**config.mk**
```make
export PLATFORM = sky130hd
export DESIGN_NAME = tc_sqrt
export DESIGN_NICKNAME = d
export VERILOG_FILES = /design/src/tc_sqrt.sv
export SDC_FILE = /design/constraint.sdc
export NUM_CORES = 1
export LEC_CHECK = 0
export BUFFER_PORTS_ARGS = -buffer_cell sky130_fd_sc_hd__clkbuf_2
export CORE_MARGIN = 10
export CORE_UTILIZATION = 45
export CTS_CLUSTER_DIAMETER = 80
export DETAILED_ROUTE_END_ITERATION = 8
export HOLD_SLACK_MARGIN = 0.08
export PLACE_DENSITY_LB_ADDON = 0.2
export SYNTH_ARGS = -nofsm -noshare
export SYNTH_HDL_FRONTEND = slang
export SYNTH_SLANG_ARGS = --single-unit
```
**constraint.sdc**
```tcl
create_clock -name clk -period 7.5 [get_ports clk]
set_clock_uncertainty 0.15 [all_clocks]
set_input_delay 1.875 -clock clk [delete_from_list [all_inputs] [get_ports clk]]
set_output_delay 1.875 -clock clk [all_outputs]
set_load 0.02 [all_outputs]
```
**src/tc_sqrt.sv**
```systemverilog
// Pipelined restoring square root, two result bits resolved per stage.
// Carries a side payload along with each word.
module tc_sqrt #(
    parameter int IN_W  = 36,
    parameter int SIDE_W = 8
) (
    input  logic                  clk,
    input  logic                  rst_n,
    input  logic                  en,
    input  logic                  in_valid,
    input  logic [IN_W-1:0]       rad,
    input  logic [SIDE_W-1:0]     side_in,
    output logic                  out_valid,
    output logic [(IN_W+1)/2-1:0] root,
    output logic [SIDE_W-1:0]     side_out
);
    localparam int RW = (IN_W + 1) / 2;
    localparam int NW = 2 * RW;
    localparam int ST = (RW + 1) / 2;

    logic [NW-1:0]     rem_reg  [ST+1];
    logic [RW-1:0]     res_reg  [ST+1];
    logic [SIDE_W-1:0] side_reg [ST+1];
    logic [ST:0]       v_reg;

    always_ff @(posedge clk or negedge rst_n)
    begin
        if (!rst_n)
            v_reg <= '0;
        else if (en)
            v_reg <= {v_reg[ST-1:0], in_valid};
    end

    always_ff @(posedge clk)
    begin
        if (en)
        begin
            rem_reg[0]  <= NW'(rad);
            res_reg[0]  <= '0;
            side_reg[0] <= side_in;
        end
    end

    for (genvar s = 0; s < ST; s++)
    begin : g_stage
        logic [NW-1:0] rem_n;
        logic [RW-1:0] res_n;
        always_comb
        begin
            logic [NW+1:0] trial;
            rem_n = rem_reg[s];
            res_n = res_reg[s];
            for (int k = 0; k < 2; k++)
            begin
                if (2 * s + k < RW)
                begin
                    // bit position of this result digit, MSB first
                    trial = ({2'b00, NW'(res_n)} << (RW - (2 * s + k)))
                          + ({2'b00, NW'(1)} << (2 * (RW - 1 - (2 * s + k))));
                    if ({2'b00, rem_n} >= trial)
                    begin
                        rem_n = NW'({2'b00, rem_n} - trial);
                        res_n = res_n | (RW'(1) << (RW - 1 - (2 * s + k)));
                    end
                end
            end
        end
        always_ff @(posedge clk)
        begin
            if (en)
            begin
                rem_reg[s+1]  <= rem_n;
                res_reg[s+1]  <= res_n;
                side_reg[s+1] <= side_reg[s];
            end
        end
    end

    assign out_valid = v_reg[ST];
    assign root      = res_reg[ST];
    assign side_out  = side_reg[ST];
endmodule

```
# ---- Yosys cells after proc, flatten, opt, wreduce, memory -nomap -nowiden
# Memories as Yosys holds them, arrays and structs flattened.
# Cells that the tools add are included.
# Widths: inputs -> output; s select.
dict set report word_totals {
  memories 3
  regBits 10
  mem_bits_rw 620
  wordCells 96
}
# name depth width rd rd_ports_with_merged_regs wr line
set memory_table {}
lappend memory_table {rem_reg 10 36 9 0 10 21} ;# logic [NW-1:0] rem_reg [ST+1];
lappend memory_table {res_reg 10 18 10 0 10 22} ;# logic [RW-1:0] res_reg [ST+1];
lappend memory_table {side_reg 10 8 10 0 10 23} ;# logic [SIDE_W-1:0] side_reg [ST+1];
dict set report classes {
  n_addsub 36
  order_cmp 18
  n_mux 38
}
# cell n
set op_table {}
lappend op_table {{$mux 36} 18}
lappend op_table {{$sub 36x36->36} 2}
lappend op_table {{$add 36x35->37 const B} 1}
lappend op_table {{$ge 36x37->1} 1}
lappend op_table {{$add 35x33->36 const B} 1}
lappend op_table {{$ge 36x20->1} 1}
lappend op_table {{$ge 36x21->1} 1}
lappend op_table {{$ge 36x22->1} 1}
lappend op_table {{$ge 36x23->1} 1}
lappend op_table {{$ge 36x24->1} 1}
lappend op_table {{$ge 36x25->1} 1}
lappend op_table {{$ge 36x26->1} 1}
lappend op_table {{$ge 36x27->1} 1}
lappend op_table {{$ge 36x28->1} 1}
lappend op_table {{$ge 36x29->1} 1}
lappend op_table {{$ge 36x30->1} 1}
lappend op_table {{$ge 36x31->1} 1}
lappend op_table {{$ge 36x32->1} 1}
lappend op_table {{$ge 36x33->1} 1}
lappend op_table {{$ge 36x34->1} 1}
lappend op_table {{$ge 36x35->1} 1}
lappend op_table {{$ge 36x36->1} 1}
lappend op_table {{$sub 36x20->36} 1}
lappend op_table {{$sub 36x21->36} 1}
lappend op_table {{other kinds (48)} 50}

# ---- Depth between registers and ports, before layout
# Gate-level depths: netlist of the first run.
# An unclocked memory read counts as a cell.
dict set report logic_depth {
  depth_word 7
  depth_mapped 26
}

# ---- Worst setup path after synthesis of the first run
# Ideal clock, no wire load.
dict set report synth_timing {
  kind {flip-flop to flip-flop}
  from {memory rem_reg[7][17] (netlist name)}
  to {memory rem_reg[8][8] (netlist name) (data pin)}
  stages_incl_launch_ff 25
  arrival_time_ns 5.064
  setup_time_ns 0.254
  required_ns 7.096
  slack_ns 2.032
  path_cell_list {edfxtp_1 > ha_1 > buf_4 > nand4_1 > nor4b_2 > nand4_1 > and2_4 > nand3_4 > buf_1 > clkbuf_1 > nor2_1 > nor2_1 > ha_1 > a21o_1 > a21o_1 > a21oi_1 > nor3_1 > a2111oi_0 > o221ai_1 > a211o_1 > nor4_1 > buf_2 > buf_4 > nor2_1 > a21o_1}
}
# element line
set synth_rtl {}
lappend synth_rtl {{start, declared} 21}

==> summary.log, run 1 <==
qor: run_status.outcome completed
qor: hold_path.hold_path.class flop to flop
qor: clock_tree.cts_root_buffer sky130_fd_sc_hd__clkbuf_16
qor: timing.period_minus_slack 6.47 ns
qor: floorplanning.initial_core_utilization 0.453
qor: placed_design.routability_driven_placement_congestion_ratio 0.958
qor: finish.areaGrowthSynthToFinish 11.8%
qor: clock_tree.cts_tree yes
qor: yosys.synth-seq-cells 504
qor: timing.final-hold-violation-count 0
qor: placed_design.post_dp_cell_area 30500 sq um
qor: yosys.dominantRegCellSynth sky130_fd_sc_hd__edfxtp_1
qor: finish.post_layout_inst_area 32500 sq um
qor: yosys.ys_top_cells_by_area sky130_fd_sc_hd__edfxtp_1 (51%), sky130_fd_sc_hd__ha_1 (8.2%), sky130_fd_sc_hd__xnor2_1 (4.5%)
qor: floorplanning.fp.dieArea 75200 sq um
qor: critical_path.reg2reg_from rem_reg[7][17]
qor: yosys.synth.largest_area_cell sky130_fd_sc_hd__edfxtp_1
qor: clock_tree.number_of_buffers_created_by_cts 57
qor: yosys.async_reset_ff_frac 0.0198
qor: floorplanning.die_height 274 microns
qor: yosys.mappedNetlistArea 29100 sq um
qor: critical_path.worst_ep_arrival 6.68 ns
qor: clock_tree.clock_sinks 504
qor: grt.global_route_wire_length_before_repair 112 mm
qor: finish.n_antenna_cell 0
qor: finish.num-nets-final 2977
qor: yosys.netlist_instances 2645
qor: clock_tree.h-tree-depth 2
qor: clock_tree.clockBufferDepth 3
qor: critical_path.crit_start rem_reg[7][17]
qor: grt.grt_overflow 0
qor: timing.grt_setup_unrepaired no
qor: drt.vias_per_cell 5.66
qor: yosys.synth_seq_area_share 0.518
qor: pwr.p_total 11.0 mW
qor: clock_tree.cts.repair_timing.setup_buffer_count 0
qor: critical_path.setup.worst_path.start_class flop
qor: grt.groute.usage.overall 0.185
qor: drt.drt.antenna.violating_nets 0
qor: yosys.syn-mean-instance-area 11.0 sq um
qor: drt.totalWireLength 69.5 mm
qor: placed_design.hpwlAfterDp 53.4 mm
qor: drt.pre_repair_dr_iteration_count 5
qor: drt.wl_per_cell 19.1 microns
qor: pwr.power.density_cell_area 338 nW/um^2
qor: critical_path.worstSetupEndpoint rem_reg[8][16]
qor: finish.largest_register_ffs 324
qor: drt.drc_errors 0
qor: yosys.synth.net_count 2884
qor: drt.routed-via-count 20.6k
qor: critical_path.path_max_fanout 24
qor: finish.post_route_cells_drive_above_1_share 0.0969
qor: timing.fmaxAchievable 155 MHz
qor: clock_tree.cts_hold_repair.buffers 0
qor: pwr.power.static_leakage 12.6 nW
qor: job.maxCapViolCount 0
qor: pwr.irDropWorstVdd 0.222 mV
qor: timing.slew_violations 0
qor: yosys.synth_edf_count 494
qor: critical_path.crit_path_end_kind flop
qor: finish.multiInputGateArea 13200 sq um
qor: critical_path.ff2ff_path_depth 21
qor: clock_tree.insertion_delay_of_the_later_clocked_pin_in_the_worst_skew_pair 0.65 ns
qor: floorplanning.dieWidth 274 microns
qor: timing.timing.final.crit_share 0.863
qor: floorplanning.num_rows 93
qor: finish.area.sequential 15100 sq um
qor: clock_tree.cts_repair_resize_count 0
qor: yosys.yosysWarnings 0
qor: yosys.netlist.area_leader.share 0.510
qor: grt.grt_max_degree 145
qor: finish.num-fill-cells 5726
qor: drt.initialDrtViolationCount 1380
qor: timing.timing_worst_slew_pin_value 1.10 ns
qor: floorplanning.design.portCount 75
qor: critical_path.timing_worst_setup_path_type flop to flop
qor: floorplanning.core_area 64200 sq um
qor: grt.grt_antenna_before_repair 0
qor: critical_path.r2r_end rem_reg[8][16]
qor: yosys.post_synth_num_cell_types 99
qor: clock_tree.clk_transition_reported_paths 0.06 ns
qor: critical_path.timing.critical_path.required 7.71 ns
qor: timing.fin_tns_setup 0 ns
qor: timing.timing.final.setup_violations 0
qor: grt.first_global_vias 21.1k
qor: placed_design.numPortBuffers 74
qor: timing.slew-limit-headroom 0.263
qor: critical_path.reg2reg_setup_slack 1.03 ns
## layer usage
layer  part of all wire  routed length [microns]  vias up  global-route usage
met5                  0                        0        -                   0
met4              0.042                     2930        0              0.0797
met3              0.034                     2360      164              0.0225
met2               0.52                    35900      493               0.342
met1               0.41                    28300     9846               0.211
li1                   -                        -    10100                   -
## critical path: stages, from the launching register on
cell                        delay, ns
sky130_fd_sc_hd__edfxtp_1        0.42
sky130_fd_sc_hd__ha_1            0.46
sky130_fd_sc_hd__nand4_1         0.20
sky130_fd_sc_hd__nor4b_2         0.39
sky130_fd_sc_hd__nand4_1         0.23
sky130_fd_sc_hd__and2_4          0.28
sky130_fd_sc_hd__nand3_4         0.25
sky130_fd_sc_hd__inv_2           0.23
sky130_fd_sc_hd__o21ai_0         0.36
sky130_fd_sc_hd__ha_1            0.36
sky130_fd_sc_hd__a21o_1          0.20
sky130_fd_sc_hd__a21oi_1         0.13
sky130_fd_sc_hd__nor2b_1         0.07
sky130_fd_sc_hd__o21ai_0         0.17
sky130_fd_sc_hd__a21oi_1         0.09
sky130_fd_sc_hd__a2111oi_0       0.63
sky130_fd_sc_hd__o221ai_1        0.25
sky130_fd_sc_hd__a211o_1         0.35
sky130_fd_sc_hd__nor4_2          0.21
sky130_fd_sc_hd__buf_4           0.33
sky130_fd_sc_hd__inv_1           0.12
sky130_fd_sc_hd__mux2_2          0.28
## cells in the mapped netlist (10+ instances only)
library cell	n
sky130_fd_sc_hd__mux2_2	36
sky130_fd_sc_hd__nor2b_1	30
sky130_fd_sc_hd__or2_2	15
sky130_fd_sc_hd__o21bai_1	14
sky130_fd_sc_hd__nor2_1	236
sky130_fd_sc_hd__o211ai_1	11
sky130_fd_sc_hd__nor4_1	71
sky130_fd_sc_hd__or3_1	31
sky130_fd_sc_hd__ha_1	191
sky130_fd_sc_hd__or4_1	13
sky130_fd_sc_hd__nand2b_1	30
sky130_fd_sc_hd__nand2_1	184
sky130_fd_sc_hd__and2_1	15
sky130_fd_sc_hd__buf_2	13
sky130_fd_sc_hd__a31o_2	11
sky130_fd_sc_hd__and4_1	10
sky130_fd_sc_hd__nand3_1	60
sky130_fd_sc_hd__a21oi_1	193
sky130_fd_sc_hd__clkbuf_1	31
sky130_fd_sc_hd__a211oi_1	21
sky130_fd_sc_hd__o21a_1	30
sky130_fd_sc_hd__xor2_1	78
sky130_fd_sc_hd__a31oi_1	15
sky130_fd_sc_hd__nand4_1	55
sky130_fd_sc_hd__a21o_1	50
sky130_fd_sc_hd__o21ai_0	101
sky130_fd_sc_hd__dfrtp_1	10
sky130_fd_sc_hd__inv_1	162
sky130_fd_sc_hd__and3_1	20
sky130_fd_sc_hd__edfxtp_1	494
sky130_fd_sc_hd__nor3_1	63
sky130_fd_sc_hd__o31ai_1	21
sky130_fd_sc_hd__xnor2_1	150
## cell families (layout without fill, tap and decap cells)
| group | Yosys count | after routing | share of synthesized area |
|---|---|---|---|
| multiplexers | 46 | 46 | 0.0178 |
| flip-flops | 504 | 504 | 0.518 |
| AO/OA/AOI/OAI | 572 | 572 | 0.128 |
| XOR/XNOR | 228 | 228 | 0.0686 |
| adder cells (fa/ha/maj) | 191 | 191 | 0.0821 |
| buffers and inverters | 222 | 364 | 0.0295 |
| AND/OR/NAND/NOR | 882 | 882 | 0.155 |
## metrics by stage
step | utilization | setup slack (ns) | instances | hold slack, ns
after global placement | 0.474 | 1.11 | 3534 | 0.250
after detailed placement | 0.474 | 1.03 | 3534 | 0.255
after global routing | 0.506 | 0.539 | 3642 | 0.268
after CTS | 0.506 | 0.987 | 3642 | 0.260
final | 0.506 | 1.03 | 3642 | 0.262
after floorplan | - | 2.03 | 2645 | 0.250
## placed cells by master, fill, tap and decap left out, types with 20 or more instances in the layout
cell                        netlist  final
sky130_fd_sc_hd__clkbuf_16        0     57
sky130_fd_sc_hd__and3_1          20     20
sky130_fd_sc_hd__xor2_1          78     78
sky130_fd_sc_hd__nand4_1         55     55
sky130_fd_sc_hd__clkbuf_2         1     73
sky130_fd_sc_hd__xnor2_1        150    150
sky130_fd_sc_hd__mux2_2          36     36
sky130_fd_sc_hd__nand2_1        184    184
sky130_fd_sc_hd__o21a_1          30     30
sky130_fd_sc_hd__nor2b_1         30     30
sky130_fd_sc_hd__o31ai_1         21     21
sky130_fd_sc_hd__nor2_1         236    236
sky130_fd_sc_hd__edfxtp_1       494    494
sky130_fd_sc_hd__o21ai_0        101    101
sky130_fd_sc_hd__nand3_1         60     60
sky130_fd_sc_hd__nor3_1          63     63
sky130_fd_sc_hd__inv_1          162    162
sky130_fd_sc_hd__a21o_1          50     50
sky130_fd_sc_hd__ha_1           191    191
sky130_fd_sc_hd__a21oi_1        193    193
sky130_fd_sc_hd__or3_1           31     31
sky130_fd_sc_hd__a211oi_1        21     21
sky130_fd_sc_hd__nor4_1          71     70
sky130_fd_sc_hd__nand2b_1        30     30
## power by group
group          switching, mW  internal [mW]  leakage, nW
logic                   2.31           1.61         6.71
registers              0.361           3.72         4.85
clock network           1.18           1.82        0.993
total                   3.85           7.15         12.6
## worst min-delay path by stage
stage / startpoint / endpoint / cells past startpoint
finish: side_reg[0][2] / side_reg[1][2] / 0
global route: side_reg[0][2] / side_reg[1][2] / 0
CTS: side_reg[0][2] / side_reg[1][2] / 0
detailed placement: side_reg[2][4] / side_reg[3][4] / 0
global placement: side_reg[6][0] / side_reg[7][0] / 0
floorplan: side_reg[0][0] / side_reg[1][0] / 0
## area by class of cell
cell class	count	share of cell area
multi-input cells	1919	0.405
clock inverters	47	0.0194
well taps	855	0.0329
flip-flops and latches	504	0.464
clock buffers	61	0.0443
repair buffers	85	0.0154
inverters	171	0.0197
No activity file was read; power rests on OpenSTA's default activity.
==> run 2, diff against run 1 <==
--- a/config.mk
+++ b/config.mk
@@ -5,13 +5,14 @@
 export SDC_FILE = /design/constraint.sdc
 export NUM_CORES = 1
 export LEC_CHECK = 0
+export ABC_AREA = 1
 export BUFFER_PORTS_ARGS = -buffer_cell sky130_fd_sc_hd__clkbuf_2
 export CORE_MARGIN = 10
 export CORE_UTILIZATION = 45
 export CTS_CLUSTER_DIAMETER = 80
 export DETAILED_ROUTE_END_ITERATION = 8
 export HOLD_SLACK_MARGIN = 0.08
-export PLACE_DENSITY_LB_ADDON = 0.2
+export MAX_ROUTING_LAYER = met4
 export SYNTH_ARGS = -nofsm -noshare
 export SYNTH_HDL_FRONTEND = slang
 export SYNTH_SLANG_ARGS = --single-unit
==> run 2 against run 1 <==
Effect of this change:
- combinational power increased by 31%
- cell count increased by 41%
- sequential share of layout area decreased by 4.6 points
- utilization decreased by 0.41 points
- count of clock-buffer cells in the layout increased by 9
- worst hold slack got worse by 0.027 ns
- worst setup slack improved by 0.86 ns
- critical path type unchanged
- critical endpoint is now rem_reg[7][34]
- largest cell class is now multi-input gates
- largest power group is now combinational logic
==> summary.log, run 2 <==
qor: critical_path.worst_ep_arrival 5.81 ns
qor: timing.period_minus_slack 5.61 ns
qor: drt.drt.antenna.violating_nets 0
qor: drt.vias_per_cell 5.23
qor: yosys.async_reset_ff_frac 0.0198
qor: grt.global_route_wire_length_before_repair 141 mm
qor: yosys.synth_edf_count 494
qor: placed_design.routability_driven_placement_congestion_ratio 0.961
qor: drt.drc_errors 0
qor: critical_path.crit_path_end_kind flop
qor: timing.timing.final.setup_violations 0
qor: yosys.post_synth_num_cell_types 59
qor: floorplanning.dieWidth 290 microns
qor: timing.grt_setup_unrepaired no
qor: timing.slew_violations 0
qor: yosys.netlist.area_leader.share 0.453
qor: timing.final_critical_path_setup_slack 1.89 ns
qor: grt.groute.usage.overall 0.212
qor: yosys.synth-seq-cells 504
qor: finish.layout_common_cells sky130_fd_sc_hd__nand2_1 (1126), sky130_fd_sc_hd__inv_1 (550), sky130_fd_sc_hd__edfxtp_1 (494)
qor: yosys.mappedNetlistArea 32800 sq um
qor: timing.slew-limit-headroom 0.301
qor: pwr.irDropWorstVdd 0.228 mV
qor: clock_tree.clockBufferDepth 3
qor: floorplanning.design.portCount 75
qor: clock_tree.clock_sinks 504
qor: critical_path.timing.critical_path.required 7.70 ns
qor: floorplanning.initial_core_utilization 0.456
qor: timing.fin_tns_setup 0 ns
qor: timing.fmaxAchievable 178 MHz
qor: critical_path.setup.worst_path.start_class flop
qor: yosys.synth.net_count 4288
qor: floorplanning.die_height 290 microns
qor: clock_tree.cts_tree yes
qor: floorplanning.num_rows 98
qor: yosys.most_common_cell_in_the_netlist sky130_fd_sc_hd__nand2_1
qor: finish.largest_register_ffs 324
qor: job.maxCapViolCount 0
qor: hold_path.hold_start side_reg[8][1]
qor: finish.layout_utilization 0.502
qor: timing.timing.final.crit_share 0.748
qor: finish.areaGrowthSynthToFinish 10.1%
qor: clock_tree.h-tree-depth 2
qor: finish.n_antenna_cell 0
qor: critical_path.reg2reg_setup_slack 1.89 ns
qor: critical_path.path_max_fanout 33
qor: clock_tree.insertion_delay_of_the_later_clocked_pin_in_the_worst_skew_pair 0.66 ns
qor: clock_tree.cts_hold_repair.buffers 0
qor: yosys.synth_seq_area_share 0.460
qor: clock_tree.clk_transition_reported_paths 0.06 ns
qor: placed_design.pre_cts_slack 1.96 ns
qor: pwr.power.density_cell_area 333 nW/um^2
qor: placed_design.hpwlAfterDp 71.1 mm
qor: finish.post_route_cells_drive_above_1_share 0.0624
qor: clock_tree.cts.repair_timing.setup_buffer_count 0
qor: yosys.dominantRegCellSynth sky130_fd_sc_hd__edfxtp_1
qor: critical_path.timing_worst_setup_path_type flop to flop
qor: drt.initialDrtViolationCount 1993
qor: clock_tree.cts_repair_resize_count 0
qor: yosys.netlist_instances 4049
qor: critical_path.ff2ff_path_depth 21
qor: yosys.yosysWarnings 0
qor: critical_path.reg2reg_from res_reg[6][7]
qor: yosys.synth.largest_area_cell sky130_fd_sc_hd__edfxtp_1
qor: drt.pre_repair_dr_iteration_count 7
qor: finish.num-nets-final 4387
qor: hold_path.whs_endpoint side_reg[9][1]
qor: clock_tree.cts_root_buffer sky130_fd_sc_hd__clkbuf_16
qor: drt.totalWireLength 89.4 mm
qor: drt.wl_per_cell 17.4 microns
qor: grt.grt_antenna_before_repair 1
qor: timing.final-hold-violation-count 0
qor: hold_path.worst_hold_path.num_cells 0
qor: yosys.synth_top_cells_by_count sky130_fd_sc_hd__nand2_1 (1126), sky130_fd_sc_hd__inv_1 (550), sky130_fd_sc_hd__edfxtp_1 (494)
qor: finish.final_common_cell sky130_fd_sc_hd__nand2_1
qor: timing.timing_worst_slew_pin_value 1.05 ns
qor: timing.fin_hold_ws 0.235 ns
qor: floorplanning.core_area 71900 sq um
qor: placed_design.numPortBuffers 74
qor: yosys.syn-mean-instance-area 8.09 sq um
qor: grt.first_global_vias 26.0k
qor: critical_path.r2r_end rem_reg[7][34]
qor: run_status.outcome completed
qor: grt.grt_overflow 0
qor: floorplanning.fp.dieArea 84000 sq um
qor: yosys.ys_top_cells_by_area sky130_fd_sc_hd__edfxtp_1 (45%), sky130_fd_sc_hd__nand2_1 (13%), sky130_fd_sc_hd__ha_1 (7.3%)
qor: grt.grt_max_degree 170
qor: drt.routed-via-count 26.9k
qor: clock_tree.number_of_buffers_created_by_cts 58
qor: hold_path.hold_path.class flop to flop
qor: pwr.power.static_leakage 16.2 nW
==> run 2: cell types whose count changed in the layout (fill, tap and decap cells not counted), sizes merged, moves of 51 or more <==
cell	before	now
o21ai	106	204
nor2	236	450
inv	171	566
nand2	185	1150
nand3	63	323
nor4	73	22
xnor2	150	54
==> run 2: stage by stage <==
step                      cells  area, sq um  power (mW)
after floorplan            4049        32800        7.77
after global placement     5038        34200        9.22
after detailed placement   5038        34200        9.21
after CTS                  5146        36100        12.0
after global routing       5146        36100        13.0
final                      5146        36100        12.0
==> run 2: critical path, stage by stage (launching register included) <==
cell                       delay, ns
sky130_fd_sc_hd__edfxtp_1       0.38
sky130_fd_sc_hd__inv_1          0.10
sky130_fd_sc_hd__ha_1           0.29
sky130_fd_sc_hd__a21oi_1        0.20
sky130_fd_sc_hd__nand2_2        0.13
sky130_fd_sc_hd__nand2_1        0.10
sky130_fd_sc_hd__nand2_2        0.08
sky130_fd_sc_hd__nand2_1        0.09
sky130_fd_sc_hd__nand2_2        0.06
sky130_fd_sc_hd__nand2_2        0.09
sky130_fd_sc_hd__nand2_2        0.30
sky130_fd_sc_hd__inv_1          0.62
sky130_fd_sc_hd__o21ai_0        0.24
sky130_fd_sc_hd__ha_1           0.41
sky130_fd_sc_hd__a21oi_1        0.35
sky130_fd_sc_hd__o21ai_0        0.19
sky130_fd_sc_hd__a21oi_1        0.16
sky130_fd_sc_hd__nand2_1        0.11
sky130_fd_sc_hd__nand2_1        0.09
sky130_fd_sc_hd__nand3_2        0.54
sky130_fd_sc_hd__inv_2          0.53
sky130_fd_sc_hd__a21oi_1        0.08
==> run 2: area by class of cell <==
class,instances,area [sq um]
well taps,950,1190
flip-flops and latches,504,15100
multi-input cells,2939,15300
fillers,7085,35800
clock inverters,38,422
repair buffers,80,463
clock buffers,70,1500
inverters,565,2120
==> run 2: logic make-up (layout without fill, tap and decap cells) <==
logic type,count (synthesis),count (layout),synth area share
AND/OR/NAND/NOR,2147,2147,0.281
adder cells (fa/ha/maj),191,191,0.0729
XOR/XNOR,139,139,0.0372
buffers and inverters,606,753,0.0723
multiplexers,3,3,0.000993
flip-flops,504,504,0.460
AO/OA/AOI/OAI,459,459,0.0750
==> run 2: power by group <==
part	internal, mW	total, mW	leakage, nW	switching, mW
Combinational	1.68	5.15	10.4	3.47
Clock	1.61	2.80	0.909	1.18
Sequential	3.70	4.08	4.85	0.375
Total	6.99	12.0	16.2	5.03
==> run 2: how the worst max path moves through the flow <==
| stage | from | end | cells past startpoint |
|---|---|---|---|
| 3_3_place_gp | res_reg[5][14] | rem_reg[6][19] | 27 |
| 5_1_grt | res_reg[6][10] | rem_reg[7][34] | 21 |
| 4_1_cts | res_reg[6][7] | rem_reg[7][34] | 21 |
| 6_report | res_reg[6][7] | rem_reg[7][34] | 21 |
| 3_5_place_dp | res_reg[6][7] | rem_reg[7][34] | 21 |
| 2_1_floorplan | rem_reg[4][18] | rem_reg[5][16] | 27 |
==> run 2: per-layer routing <==
metal | track usage | wire, microns | share of wire
met1 | 0.273 | 40700 | 0.46
met2 | 0.345 | 42000 | 0.47
met3 | 0.0245 | 4040 | 0.045
met4 | 0.0657 | 2670 | 0.030
met5 | - | 0 | 0
