===== src/tc_pkg.sv =====
// Package for the triangle classifier: widths, class codes and defaults.
// No dependencies; the files that use it refer to it by scoped names.
package tc_pkg;

    localparam int COORD_BITS_DEF = 16;
    localparam int FRAC_BITS_DEF  = 8;

    localparam int CLASS_W = 3;
    localparam int LEN_W   = 25;
    localparam int PERIM_W = 27;
    localparam int AREA_W  = 33;

    typedef enum logic [CLASS_W-1:0] {
        CLS_NONE      = 3'd0,
        CLS_EQUI      = 3'd1,
        CLS_RIGHT_ISO = 3'd2,
        CLS_ISO       = 3'd3,
        CLS_RIGHT     = 3'd4,
        CLS_SCALENE   = 3'd5
    } tri_class_t;

endpackage


===== src/tc_classify.sv =====
// Classification on squared lengths and the area term, registered, then a delay line to
// match the square-root pipeline. Uses tc_pkg.
module tc_classify #(
    parameter int SW    = 34,
    parameter int DELAY = 4
) (
    input  logic               clk,
    input  logic               en,
    input  logic [SW-1:0]      ab2,
    input  logic [SW-1:0]      ac2,
    input  logic [SW-1:0]      bc2,
    input  logic [SW-1:0]      area,
    output tc_pkg::tri_class_t cls
);
    tc_pkg::tri_class_t cls_next;
    tc_pkg::tri_class_t cls_reg [DELAY];
    logic eq1, eq2, eq3, equi, iso, right;

    always_comb
    begin
        eq1   = (ab2 == ac2);
        eq2   = (ab2 == bc2);
        eq3   = (ac2 == bc2);
        equi  = eq1 && eq3;
        iso   = eq1 || eq2 || eq3;
        right = ({1'b0, ab2} == {1'b0, ac2} + {1'b0, bc2})
             || ({1'b0, ac2} == {1'b0, ab2} + {1'b0, bc2})
             || ({1'b0, bc2} == {1'b0, ab2} + {1'b0, ac2});
        if (area == '0)
            cls_next = tc_pkg::CLS_NONE;
        else if (equi)
            cls_next = tc_pkg::CLS_EQUI;
        else if (right && iso)
            cls_next = tc_pkg::CLS_RIGHT_ISO;
        else if (iso)
            cls_next = tc_pkg::CLS_ISO;
        else if (right)
            cls_next = tc_pkg::CLS_RIGHT;
        else
            cls_next = tc_pkg::CLS_SCALENE;
    end

    always_ff @(posedge clk)
    begin
        if (en)
        begin
            cls_reg[0] <= cls_next;
            for (int i = 1; i < DELAY; i++)
                cls_reg[i] <= cls_reg[i-1];
        end
    end

    assign cls = cls_reg[DELAY-1];
endmodule


===== config.mk =====
export PLATFORM = sky130hd
export DESIGN_NAME = tc_classify
export DESIGN_NICKNAME = d
export VERILOG_FILES = /design/src/tc_pkg.sv /design/src/tc_classify.sv
export SDC_FILE = /design/constraint.sdc
export NUM_CORES = 1
export LEC_CHECK = 0
export BUFFER_PORTS_ARGS = -buffer_cell sky130_fd_sc_hd__buf_2
export CORE_UTILIZATION = 60
export DETAILED_ROUTE_END_ITERATION = 12
export PLACE_DENSITY_LB_ADDON = 0.3
export SLEW_MARGIN = 20
export SYNTH_ARGS = -nofsm -noshare
export SYNTH_HDL_FRONTEND = slang
export SYNTH_SLANG_ARGS = --single-unit

===== constraint.sdc =====
create_clock -name clk -period 4.4 [get_ports clk]
set_input_delay 0.22 -clock clk [delete_from_list [all_inputs] [get_ports clk]]
set_output_delay 0.22 -clock clk [all_outputs]
set_load 0.03 [all_outputs]

## After elaboration in Yosys (flattened, before gate mapping)

Memories as Yosys holds them, arrays and structs flattened.
Cells that the tools add are included.
W data, S select, Z words.

- Muxes and demuxes: 7
- Reduce and logical (&&, ||, !) cells: 7
- Equality and inequality tests: 6
- Add/subtract/negate cells: 3

Operators by type and width:

| kind | number |
|---|---|
| $add A34 B34 Y35 | 3 |
| $eq A34 B35 Y1 | 3 |
| $eq A34 B34 Y1 | 3 |
| $logic_not A34 Y1 | 1 |
| $mux W3 | 4 |
| $logic_or A1 B1 Y1 | 4 |
| $mux W1 | 3 |
| $logic_and A1 B1 Y1 | 2 |

- Input bits: 138
- Register bits after elaboration: 0
- Memory bits (writable): 12
- Memories: 1
- Output and inout port bits: 3
- Word-level logic and storage cells: 24

Memories:

| memory | depth | bits a word | read ports | clocked after Yosys merged registers in | wr ports | line | source |
|---|---|---|---|---|---|---|---|
| cls_reg | 4 | 3 | 4 | 0 | 4 | tc_classify.sv:16 | `tc_pkg::tri_class_t cls_reg [DELAY];` |

## Logic depth before layout (Yosys ltp)

Gate-level depths: netlist (run 1).

- Word-level depth: 9
- Mapped depth: 12
- Mapped depth without buffers: 12

## Least setup slack after synthesis (run 1)

No wires, ideal clock.

- Path kind: input port to flip-flop
- From: input ab2[0]
- To: memory cls_reg[0][0] in the netlist's numbering, data pin
- Setup time: 0.261 ns
- Path slack: 1.056 ns
- Buffers on the path: 0
- Required time: 4.139 ns
- Stages: 12
- Arrival time: 3.083 ns
- Path through: ha_1 fa_1 a211oi_2 nor2_1 a211oi_2 nor3_1 a2111o_1 a2111oi_2 o2111ai_1 or4_1 o311ai_1 nor2_1

RTL lines:

| what | line | source |
|---|---|---|
| from (decl) | tc_classify.sv:9 | `input logic [SW-1:0] ab2,` |
| to (decl) | tc_classify.sv:16 |  |

==> results of run 1 <==
-- critical path: stages --
cell,delay [ns]
buf_2,0.15
ha_1,0.41
a2111oi_0,0.68
o21ai_1,0.36
a2111oi_1,0.54
buf_4,0.23
nor4_1,0.06
a211oi_1,0.38
mux2_2,0.38
a211oi_1,0.22
nand4_1,0.20
o311ai_1,0.16
nor2_1,0.07
-- where the power goes --
part	leakage (nW)	internal, mW	switching [mW]
clock network	0.0385	0.120	0.0489
logic	3.64	0.617	1.13
registers	0.118	0.133	0.00161
-- metal layers --
metal | vias up | global-route usage (%) | share of wire (%)
met5 | - | 0 | 0
met4 | 0 | 25.4 | 6.6
met3 | 181 | 12.3 | 15
met2 | 1058 | 74.2 | 40
met1 | 5421 | 67.4 | 39
li1 | 5274 | - | -
-- Yosys cell counts (5+ instances only) --
cell type | instances | area (sq um)
o31ai_1 | 12 | 90.1
nand4_1 | 60 | 375
and3_1 | 8 | 50.1
nor3b_1 | 6 | 45.0
inv_1 | 18 | 67.6
buf_2 | 15 | 75.1
a211oi_1 | 24 | 180
ha_1 | 102 | 1280
a2111oi_0 | 8 | 70.1
o21a_1 | 28 | 210
a22oi_1 | 5 | 37.5
a21o_1 | 19 | 143
o21ai_0 | 81 | 405
or4_1 | 5 | 37.5
nand2_1 | 119 | 447
o21ai_1 | 10 | 50.1
or3_1 | 15 | 93.8
mux2i_1 | 13 | 130
a21oi_1 | 131 | 656
o2bb2ai_1 | 5 | 43.8
o22ai_1 | 5 | 31.3
xnor2_1 | 87 | 762
a21boi_0 | 6 | 45.0
and4_1 | 7 | 61.3
nor4_1 | 47 | 294
xor2_1 | 47 | 412
a211o_1 | 8 | 70.1
nor2_1 | 107 | 402
and2_1 | 11 | 68.8
nand2b_1 | 12 | 75.1
a31oi_1 | 10 | 62.6
o211ai_1 | 24 | 180
nand4b_1 | 5 | 43.8
clkbuf_1 | 47 | 176
o2111ai_1 | 5 | 43.8
nand3_1 | 42 | 210
o21bai_1 | 13 | 97.6
edfxtp_1 | 12 | 360
nor3_1 | 34 | 170
nor2b_1 | 16 | 100
-- layout by cell type, fill, tap and decap left out, types with 7 or more instances in the layout --
master / Yosys / routed
a21o_1: 19 / 19
edfxtp_1: 12 / 12
o21a_1: 28 / 28
ha_1: 102 / 102
inv_1: 18 / 18
o21bai_1: 13 / 13
and2_1: 11 / 11
nand4_1: 60 / 60
a2111oi_0: 8 / 8
a31oi_1: 10 / 10
o31ai_1: 12 / 12
xor2_1: 47 / 47
mux2i_1: 13 / 13
a211oi_1: 24 / 24
o21ai_0: 81 / 81
nand2b_1: 12 / 12
and3_1: 8 / 8
buf_4: 3 / 11
a211o_1: 8 / 8
o211ai_1: 24 / 24
nand2_1: 119 / 119
nor2_1: 107 / 107
o21ai_1: 10 / 10
and4_1: 7 / 7
a21oi_1: 131 / 131
nor2b_1: 16 / 16
or3_1: 15 / 15
xnor2_1: 87 / 87
nand3_1: 42 / 42
buf_2: 15 / 140
nor4_1: 47 / 47
nor3_1: 34 / 34
-- per-stage QoR --
step / util, % / instances / power [mW] / instance area, sq um
global route: 67.3 / 1590 / 2.14 / 9820
global placement: 66.8 / 1586 / 1.77 / 9740
CTS: 67.3 / 1590 / 1.95 / 9820
floorplan: - / 1320 / 1.25 / 9030
detailed placement: 66.8 / 1586 / 1.78 / 9740
finish: 67.3 / 1590 / 2.05 / 9820
-- final timing paths --
path / start / to / slack (ns) / depth (start not counted)
setup / recovery: ab2[7] / cls_reg[0][0] / 0.34 / 13
hold / removal: en / cls_reg[3][1] / 0.38 / 1
setup reg to reg: cls_reg[0][2] / cls_reg[1][2] / 3.74 / 0
hold reg to reg: cls_reg[1][2] / cls_reg[2][2] / 0.41 / 0
-- kinds of logic after synthesis --
kind of cell | after synthesis | share of synthesized area (%)
AO/OA/AOI/OAI | 454 | 33.3
XOR/XNOR | 134 | 13.0
adder cells (fa/ha/maj) | 105 | 14.8
buffers and inverters | 87 | 4.03
flip-flops | 12 | 3.99
multiplexers | 15 | 1.69
AND/OR/NAND/NOR | 513 | 29.2
-- layout make-up --
type / count / area share [%]
Inverter: 18 / 0.688
Timing Repair Buffer: 151 / 7.97
Clock inverter: 1 / 0.0382
Clock buffer: 3 / 0.764
Sequential cell: 12 / 3.67
Tap cell: 184 / 2.34
Multi-Input combinational cell: 1221 / 84.5
==> results.sh, run 1 <==
export IMPL_status="complete, no violations"
export IMPL_start_kind="input port"
export IMPL_htree_levels=1
export IMPL_antenna_left=0
export IMPL_port_buffers=140
export IMPL_hold_viol=0
export IMPL_drv_slew=0
export IMPL_tritoncts="done"
export IMPL_synth_seq_cells=12
export IMPL_fill_cells=1342
export IMPL_worstPathMaxFanout=7
export IMPL_first_pass_iters=8
export IMPL_wl_per_cell_um=25.8
export IMPL_drt_iter0_markers=1692
export IMPL_hp_class="input port to register"
export IMPL_drive_above_1_share_pct=12.4
export IMPL_rows=44
export IMPL_clkLatencyLatePin_ns=0.24
export IMPL_io_pins=141
export IMPL_grt_pass1_wl_um=61100
export IMPL_drt_total_wl_um=41000
export IMPL_synth_seq_area_share_pct=3.99
export IMPL_tns_ns=0
export IMPL_synth_edf_count=12
export IMPL_avgSynthCellArea_sq_um=6.84
export IMPL_vias=11900
export IMPL_end_kind="register"
export IMPL_cp_data_required_time_ns=4.38
export IMPL_die_w_um=125
export IMPL_period_share_pct=92.3
export IMPL_synth_area_sq_um=9030
export IMPL_hold_ws_ns=0.379
export IMPL_finalCriticalPeriod_ns=4.06
export IMPL_layout_nets=1650
export IMPL_synth_nets=1563
export IMPL_cts_setup_buffers=0
export IMPL_fp_dieH_um=125
export IMPL_tightest_slew_ns=0.986
export IMPL_multi_input_area_sq_um=8300
export IMPL_cp_arrival_ns=4.04
export IMPL_yosysWarnings=0
export IMPL_ys_flop_type="edfxtp_1"
export IMPL_async_flop_share_pct=0
export IMPL_drt_vias_per_instance=7.51
export IMPL_largest_reg_flops=12
export IMPL_cts_hold_fix_buffers=0
export IMPL_max_freq_mhz=246
export IMPL_antenna_found_initial=0
export IMPL_max_cap_viol_count=0
export IMPL_clk_path_buf_depth=2
export IMPL_yosysUniqueCellTypes=87
export IMPL_post_place_ws_ns=0.490
export IMPL_cts_inserted_buffers=3
export IMPL_cts_repair_resized=0
export IMPL_setup_slack_ns=0.340
export IMPL_place_gp_congestion=1.16
export IMPL_cts_root_buf="clkbuf_16"
export IMPL_core_area_sq_um=14600
export IMPL_grt_max_degree=14
export IMPL_power_density_nw_per_um2=209
export IMPL_syn2layout_area_growth_pct=8.82
export IMPL_slew_headroom_pct=32.6
export IMPL_grt_usage_pct=50.3
export IMPL_setup_violations=0
export IMPL_finClkSkew_ns=0.00607
export IMPL_die_area_sq_um=15500
export IMPL_crit_type="input port to register"
export IMPL_synthCells=1320
export IMPL_vdd_drop_max_mv=0.126
export IMPL_initial_core_util_pct=61.9
export IMPL_cts_sinks=12
export IMPL_p_leak_nw=3.80
export IMPL_hpwlAfterDp_um=34600
export IMPL_grt_pass1_vias=10600
export IMPL_drc=0
export IMPL_antenna_cells=0
export IMPL_rsz0062_at_grt="no"
export IMPL_regArea_sq_um=360
export IMPL_path_clk_slew_ns=0.05
export IMPL_grt_overflow_total=0
Power figures use the tool's default switching activity.
==> run 2: changes to the inputs <==
--- a/config.mk
+++ b/config.mk
@@ -5,6 +5,7 @@
 export SDC_FILE = /design/constraint.sdc
 export NUM_CORES = 1
 export LEC_CHECK = 0
+export ABC_AREA = 1
 export BUFFER_PORTS_ARGS = -buffer_cell sky130_fd_sc_hd__buf_2
 export CORE_UTILIZATION = 60
 export DETAILED_ROUTE_END_ITERATION = 12
==> run 2 against run 1 <==
Sequential power barely moved. Maximum frequency rose by 45%. Final cell count rose by 44%.
==> results.sh, run 2 <==
export IMPL_drive_above_1_share_pct=9.87
export IMPL_yosysWarnings=0
export IMPL_yosysMostFrequentCell="nand2_1"
export IMPL_synth_seq_area_share_pct=3.65
export IMPL_path_clk_slew_ns=0.05
export IMPL_port_buffers=140
export IMPL_crit_chain="buf_2, ha_1, a21oi_1, nand2_1, a21oi_1, nand2_1, nand2_1, nand2_1, nand2_1, nand2_1, nor2_1, nand4_1, nor2_1, nand2_1, nand3_1, a21oi_1"
export IMPL_p_leak_nw=6.67
export IMPL_layout_commonest_cell="nand2_1"
export IMPL_antenna_left=0
export IMPL_dpl_cell_area_sq_um=10800
export IMPL_place_gp_congestion=1.12
export IMPL_cts_setup_buffers=0
export IMPL_rsz0062_at_grt="no"
export IMPL_initial_core_util_pct=61.8
export IMPL_hp_class="input port to register"
export IMPL_hold_viol=0
export IMPL_rows=46
export IMPL_critPathMaxStageDelay_ns=0.38
export IMPL_power_density_nw_per_um2=174
export IMPL_cp_data_required_time_ns=4.36
export IMPL_synth_area_sq_um=9890
export IMPL_finClkSkew_ns=0.00306
export IMPL_status="complete, no violations"
export IMPL_dp_cells=2288
export IMPL_hold_ws_ns=0.370
export IMPL_avgSynthCellArea_sq_um=5.11
export IMPL_die_area_sq_um=17000
export IMPL_cpMostUsedCell="nand2_1"
export IMPL_utilization_pct=68.3
export IMPL_vdd_drop_max_mv=0.110
export IMPL_slowest_stage="ha_1"
export IMPL_design_area_sq_um=10900
export IMPL_yosys_top_cells_area="nand2_1 28%, inv_1 14%, ha_1 13%"
export IMPL_finalCriticalPeriod_ns=2.80
export IMPL_drt_vias_per_instance=5.67
export IMPL_synth_common_cells="736 x nand2_1, 372 x inv_1, 182 x nor2_1"
export IMPL_clk_path_buf_depth=2
export IMPL_swShare_pct=58.3
export IMPL_synth_nets=2178
export IMPL_die_w_um=130
export IMPL_combPwrFrac_pct=83.9
export IMPL_max_cap_viol_count=0
export IMPL_drc=0
export IMPL_cts_repair_resized=0
export IMPL_fp_dieH_um=130
export IMPL_tritoncts="done"
export IMPL_cts_hold_fix_buffers=0
export IMPL_yosysUniqueCellTypes=44
export IMPL_synthCells=1935
export IMPL_grt_max_degree=13
export IMPL_largest_reg_flops=12
export IMPL_first_pass_iters=7
export IMPL_p_sw_mw=1.11
export IMPL_htree_levels=1
export IMPL_async_flop_share_pct=0
export IMPL_grt_usage_pct=46.1
export IMPL_hold_start="area[32]"
export IMPL_p_int_uw=794
export IMPL_ys_flop_type="edfxtp_1"
export IMPL_seqPwrFrac_pct=7.1
export IMPL_synth_top_cell_area_share_pct=27.9
export IMPL_power_mw=1.90
export IMPL_synth_top_cell_by_area="nand2_1"
export IMPL_final_cells=2295
export IMPL_critPathLaunch="ac2[12]"
export IMPL_setup_slack_ns=1.60
export IMPL_crit_type="input port to register"
export IMPL_drt_iter0_markers=1479
export IMPL_tns_ns=0
export IMPL_drt_total_wl_um=39300
export IMPL_mostFrequentLayoutCells="736 x nand2_1, 372 x inv_1, 182 x nor2_1, 159 x nand3_1, 140 x buf_2"
export IMPL_slew_headroom_pct=55.5
export IMPL_start_kind="input port"
export IMPL_grt_overflow_total=0
export IMPL_period_share_pct=63.6
export IMPL_tightest_slew_ns=0.661
export IMPL_grt_pass1_vias=11800
export IMPL_end_kind="register"
export IMPL_r2r_start="cls_reg[0][0]"
export IMPL_vias=13000
export IMPL_clkLatencyLatePin_ns=0.24
export IMPL_post_place_ws_ns=1.45
export IMPL_syn2layout_area_growth_pct=10.5
export IMPL_synth_edf_count=12
export IMPL_core_area_sq_um=16000
export IMPL_clkPwrFrac_pct=9.0
export IMPL_grt_pass1_wl_um=59400
export IMPL_cp_arrival_ns=2.76
export IMPL_fill_cells=1676
export IMPL_antenna_found_initial=2
export IMPL_hpwlAfterDp_um=34400
export IMPL_io_pins=141
export IMPL_setup_violations=0
export IMPL_cts_root_buf="clkbuf_16"
export IMPL_cts_inserted_buffers=3
export IMPL_wl_per_cell_um=17.1
export IMPL_drv_slew=0
export IMPL_worstPathMaxFanout=6
export IMPL_cts_sinks=12
export IMPL_synth_seq_cells=12
export IMPL_layout_nets=2320
export IMPL_max_freq_mhz=357
[run 2: cell count changes in the layout (fill, tap and decap cells not counted), moves of 30 or more]
cell / previous run / this run
nand2_1: 119 / 736
inv_1: 18 / 372
nand3_1: 42 / 159
nor2_1: 107 / 182
o21ai_0: 81 / 17
a21oi_1: 131 / 85
nand4_1: 60 / 19
xnor2_1: 87 / 47
nand2_2: 0 / 30
[run 2: worst paths after layout]
kind | endpoint | slack, ns | cells past startpoint
worst max-delay path | cls_reg[0][0] | 1.60 | 16
worst min-delay path | cls_reg[0][0] | 0.37 | 3
worst max register to register | cls_reg[1][0] | 3.73 | 0
worst min register to register | cls_reg[3][0] | 0.42 | 0
[run 2: kinds of logic (layout without fill, tap and decap cells)]
group,count (synthesis),after routing,share of synthesized area [%]
other,0,3,0
AO/OA/AOI/OAI,124,124,6.85
adder cells (fa/ha/maj),105,105,13.5
flip-flops,12,12,3.65
buffers and inverters,376,517,14.3
XOR/XNOR,86,86,8.05
AND/OR/NAND/NOR,1232,1232,53.6
[run 2: per-layer routing]
metal  vias up  GRT usage (%)  wire length [um]
li1       6337              -                 -
met1      5745           59.2             15900
met2       769           72.4             16600
met3       154           9.51              4470
met4         0           24.1              2310
met5         -              0                 0
[run 2: power by group through the flow]
stage	clock, mW	sequential [mW]	combinational (mW)
CTS	0.169	0.135	1.54
global route	0.176	0.135	1.76
finish	0.171	0.135	1.60
detailed placement	0	0.137	1.53
global placement	0	0.136	1.50
floorplan	0	0.139	1.07
[run 2: layout make-up]
type / instances / area [sq um] / area share [%]
antenna: 3 / 7.51 / 0.0687
clock buffer: 3 / 75.1 / 0.687
clock inverter: 1 / 3.75 / 0.0344
inverter: 373 / 1400 / 12.8
multi-input combinational: 1547 / 8110 / 74.2
sequential: 12 / 360 / 3.30
tap: 216 / 270 / 2.47
timing repair buffer: 140 / 701 / 6.41
[run 2: critical path, delay by kind of cell]
family | cells | cell delay, ns
AND/OR/NAND/NOR | 11 | 1.44
AO/OA/AOI/OAI | 3 | 0.55
buffers and inverters | 1 | 0.16
adder cells (fa/ha/maj) | 1 | 0.38
==> run 3: changes to the inputs <==
==> constraint.sdc (replaced) <==
create_clock -name clk -period 2.85 [get_ports clk]
set_input_delay 0.1425 -clock clk [delete_from_list [all_inputs] [get_ports clk]]
set_output_delay 0.1425 -clock clk [all_outputs]
set_load 0.03 [all_outputs]
==> run 3 against run 2 <==
Clock power is 53% higher. Sequential cell count stayed put. Global-route usage is 0.42 points lower. Largest power group unchanged. Die area stayed put. Final cell count is 0.52% higher. Register-to-register slack worse by 1.5 ns. Clock-buffer cell count stayed put. Final area is 1.0% higher. Power is 54% higher. Highest routed layer unchanged. Critical path depth is 2 higher. Critical endpoint unchanged.
==> results.sh, run 3 (synthesis gave the netlist of run 2 again) <==
export IMPL_grt_max_degree=13
export IMPL_htree_levels=1
export IMPL_syn2layout_area_growth_pct=11.7
export IMPL_drv_slew=0
export IMPL_drc=0
export IMPL_vias=12900
export IMPL_end_kind="register"
export IMPL_p_sw_mw=1.68
export IMPL_combPwrFrac_pct=84.0
export IMPL_rsz0062_at_grt="no"
export IMPL_p_int_mw=1.24
export IMPL_largest_reg_flops=12
export IMPL_cp_arrival_ns=2.61
export IMPL_io_pins=141
export IMPL_die_w_um=130
export IMPL_max_cap_viol_count=0
export IMPL_tightest_slew_ns=0.543
export IMPL_tritoncts="done"
export IMPL_hpwlAfterDp_um=33300
export IMPL_clk_path_buf_depth=2
export IMPL_first_pass_iters=6
export IMPL_clkPwrFrac_pct=8.9
export IMPL_grt_pass1_vias=11600
export IMPL_drt_total_wl_um=38500
export IMPL_antenna_found_initial=2
export IMPL_layout_nets=2333
export IMPL_drive_above_1_share_pct=10.6
export IMPL_final_cells=2307
export IMPL_grt_usage_pct=45.6
export IMPL_path_clk_slew_ns=0.04
export IMPL_layout_commonest_cell="nand2_1"
export IMPL_start_kind="input port"
export IMPL_clkLatencyLatePin_ns=0.25
export IMPL_antenna_left=0
export IMPL_max_freq_mhz=379
export IMPL_place_gp_congestion=1.12
export IMPL_hold_viol=0
export IMPL_fp_dieH_um=130
export IMPL_cts_inserted_buffers=3
export IMPL_grt_overflow_total=0
export IMPL_port_buffers=140
export IMPL_wl_per_cell_um=16.7
export IMPL_cts_sinks=12
export IMPL_cp_data_required_time_ns=2.82
export IMPL_grt_pass1_wl_um=58600
export IMPL_rows=46
export IMPL_power_density_nw_per_um2=265
export IMPL_post_place_ws_ns=0.0259
export IMPL_dp_cells=2301
export IMPL_worstPathMaxFanout=3
export IMPL_swShare_pct=57.6
export IMPL_hp_class="input port to register"
export IMPL_initial_core_util_pct=61.8
export IMPL_power_mw=2.92
export IMPL_seqPwrFrac_pct=7.1
export IMPL_cts_root_buf="clkbuf_16"
export IMPL_finClkSkew_ns=0.00433
export IMPL_crit_type="input port to register"
export IMPL_status="complete, no violations"
export IMPL_drt_vias_per_instance=5.57
export IMPL_setup_violations=0
export IMPL_setup_slack_ns=0.211
export IMPL_die_area_sq_um=17000
export IMPL_p_leak_nw=6.74
export IMPL_period_share_pct=92.6
export IMPL_vdd_drop_max_mv=0.285
export IMPL_tns_ns=0
export IMPL_core_area_sq_um=16000
export IMPL_slew_headroom_pct=63.4
export IMPL_finalCriticalPeriod_ns=2.64
export IMPL_mostFrequentLayoutCells="734 x nand2_1, 372 x inv_1, 181 x nor2_1, 159 x nand3_1, 140 x buf_2"
export IMPL_drt_iter0_markers=1311
-- run 3: cell count changes in the layout (fill, tap and decap cells not counted) --
cell,change
nand2_2,+2
a21oi_2,+1
nand2_1,-2
a21oi_1,-1
nor2_4,+1
diode_2,-1
nor2_1,-1
buf_4,+13
-- run 3: layout make-up --
class	instances	area, sq um
clock buffers	3	75.1
repair buffers	153	798
diodes	2	5.00
clock inverters	1	3.75
fillers	1627	4960
multi-input cells	1547	8130
inverters	373	1400
flip-flops and latches	12	360
well taps	216	270
-- run 3: worst paths after layout --
path / slack [ns] / depth (start not counted) / to / start
max reg2reg: 2.21 / 0 / cls_reg[3][2] / cls_reg[2][2]
min: 0.29 / 3 / cls_reg[0][0] / area[32]
min reg2reg: 0.41 / 0 / cls_reg[1][1] / cls_reg[0][1]
max: 0.21 / 18 / cls_reg[0][0] / ac2[0]
-- run 3: worst max-delay path, cell delays in order --
cell and delay, ns:
buf_2 0.14, ha_1 0.25, fa_1 0.42, nand3_1 0.12, nand3_1 0.13, nand2_1 0.08, nand2_1 0.10, xor2_1 0.16
nor2_1 0.19, nand2_1 0.08, nor2_1 0.09, nand2_1 0.05, nor2_1 0.16, nand3_1 0.10, nor2_1 0.12, nand3_1 0.12
nand3_1 0.09, a21oi_1 0.06
-- run 3: what timing repair did --
action	CTS	global route
setup endpoints to repair	0	1
hold buffers	0	0
setup buffers	0	0
resized for setup	0	5
-- run 3: metal layers --
metal  global-route usage (%)  part of all wire [%]
met1                     59.7                    40
met2                     71.9                    42
met3                     8.24                    12
met4                     22.4                   5.6
met5                        0                     0
-- run 3: power groups by stage --
stage | clock (mW) | sequential (mW) | combinational, mW
2_1_floorplan | 0 | 0.215 | 1.66
3_3_place_gp | 0 | 0.210 | 2.30
3_5_place_dp | 0 | 0.210 | 2.35
4_1_cts | 0.258 | 0.208 | 2.36
5_1_grt | 0.265 | 0.209 | 2.71
6_report | 0.261 | 0.208 | 2.46
-- run 3: metrics by stage --
stage               hold slack (ns)  util (%)  cell area, sq um
finish                        0.289      69.0             11000
global route                  0.295      69.0             11000
detailed placement            0.406      68.4             10900
CTS                           0.282      68.9             11000
floorplan                     0.255         -              9890
global placement              0.401      68.4             10900
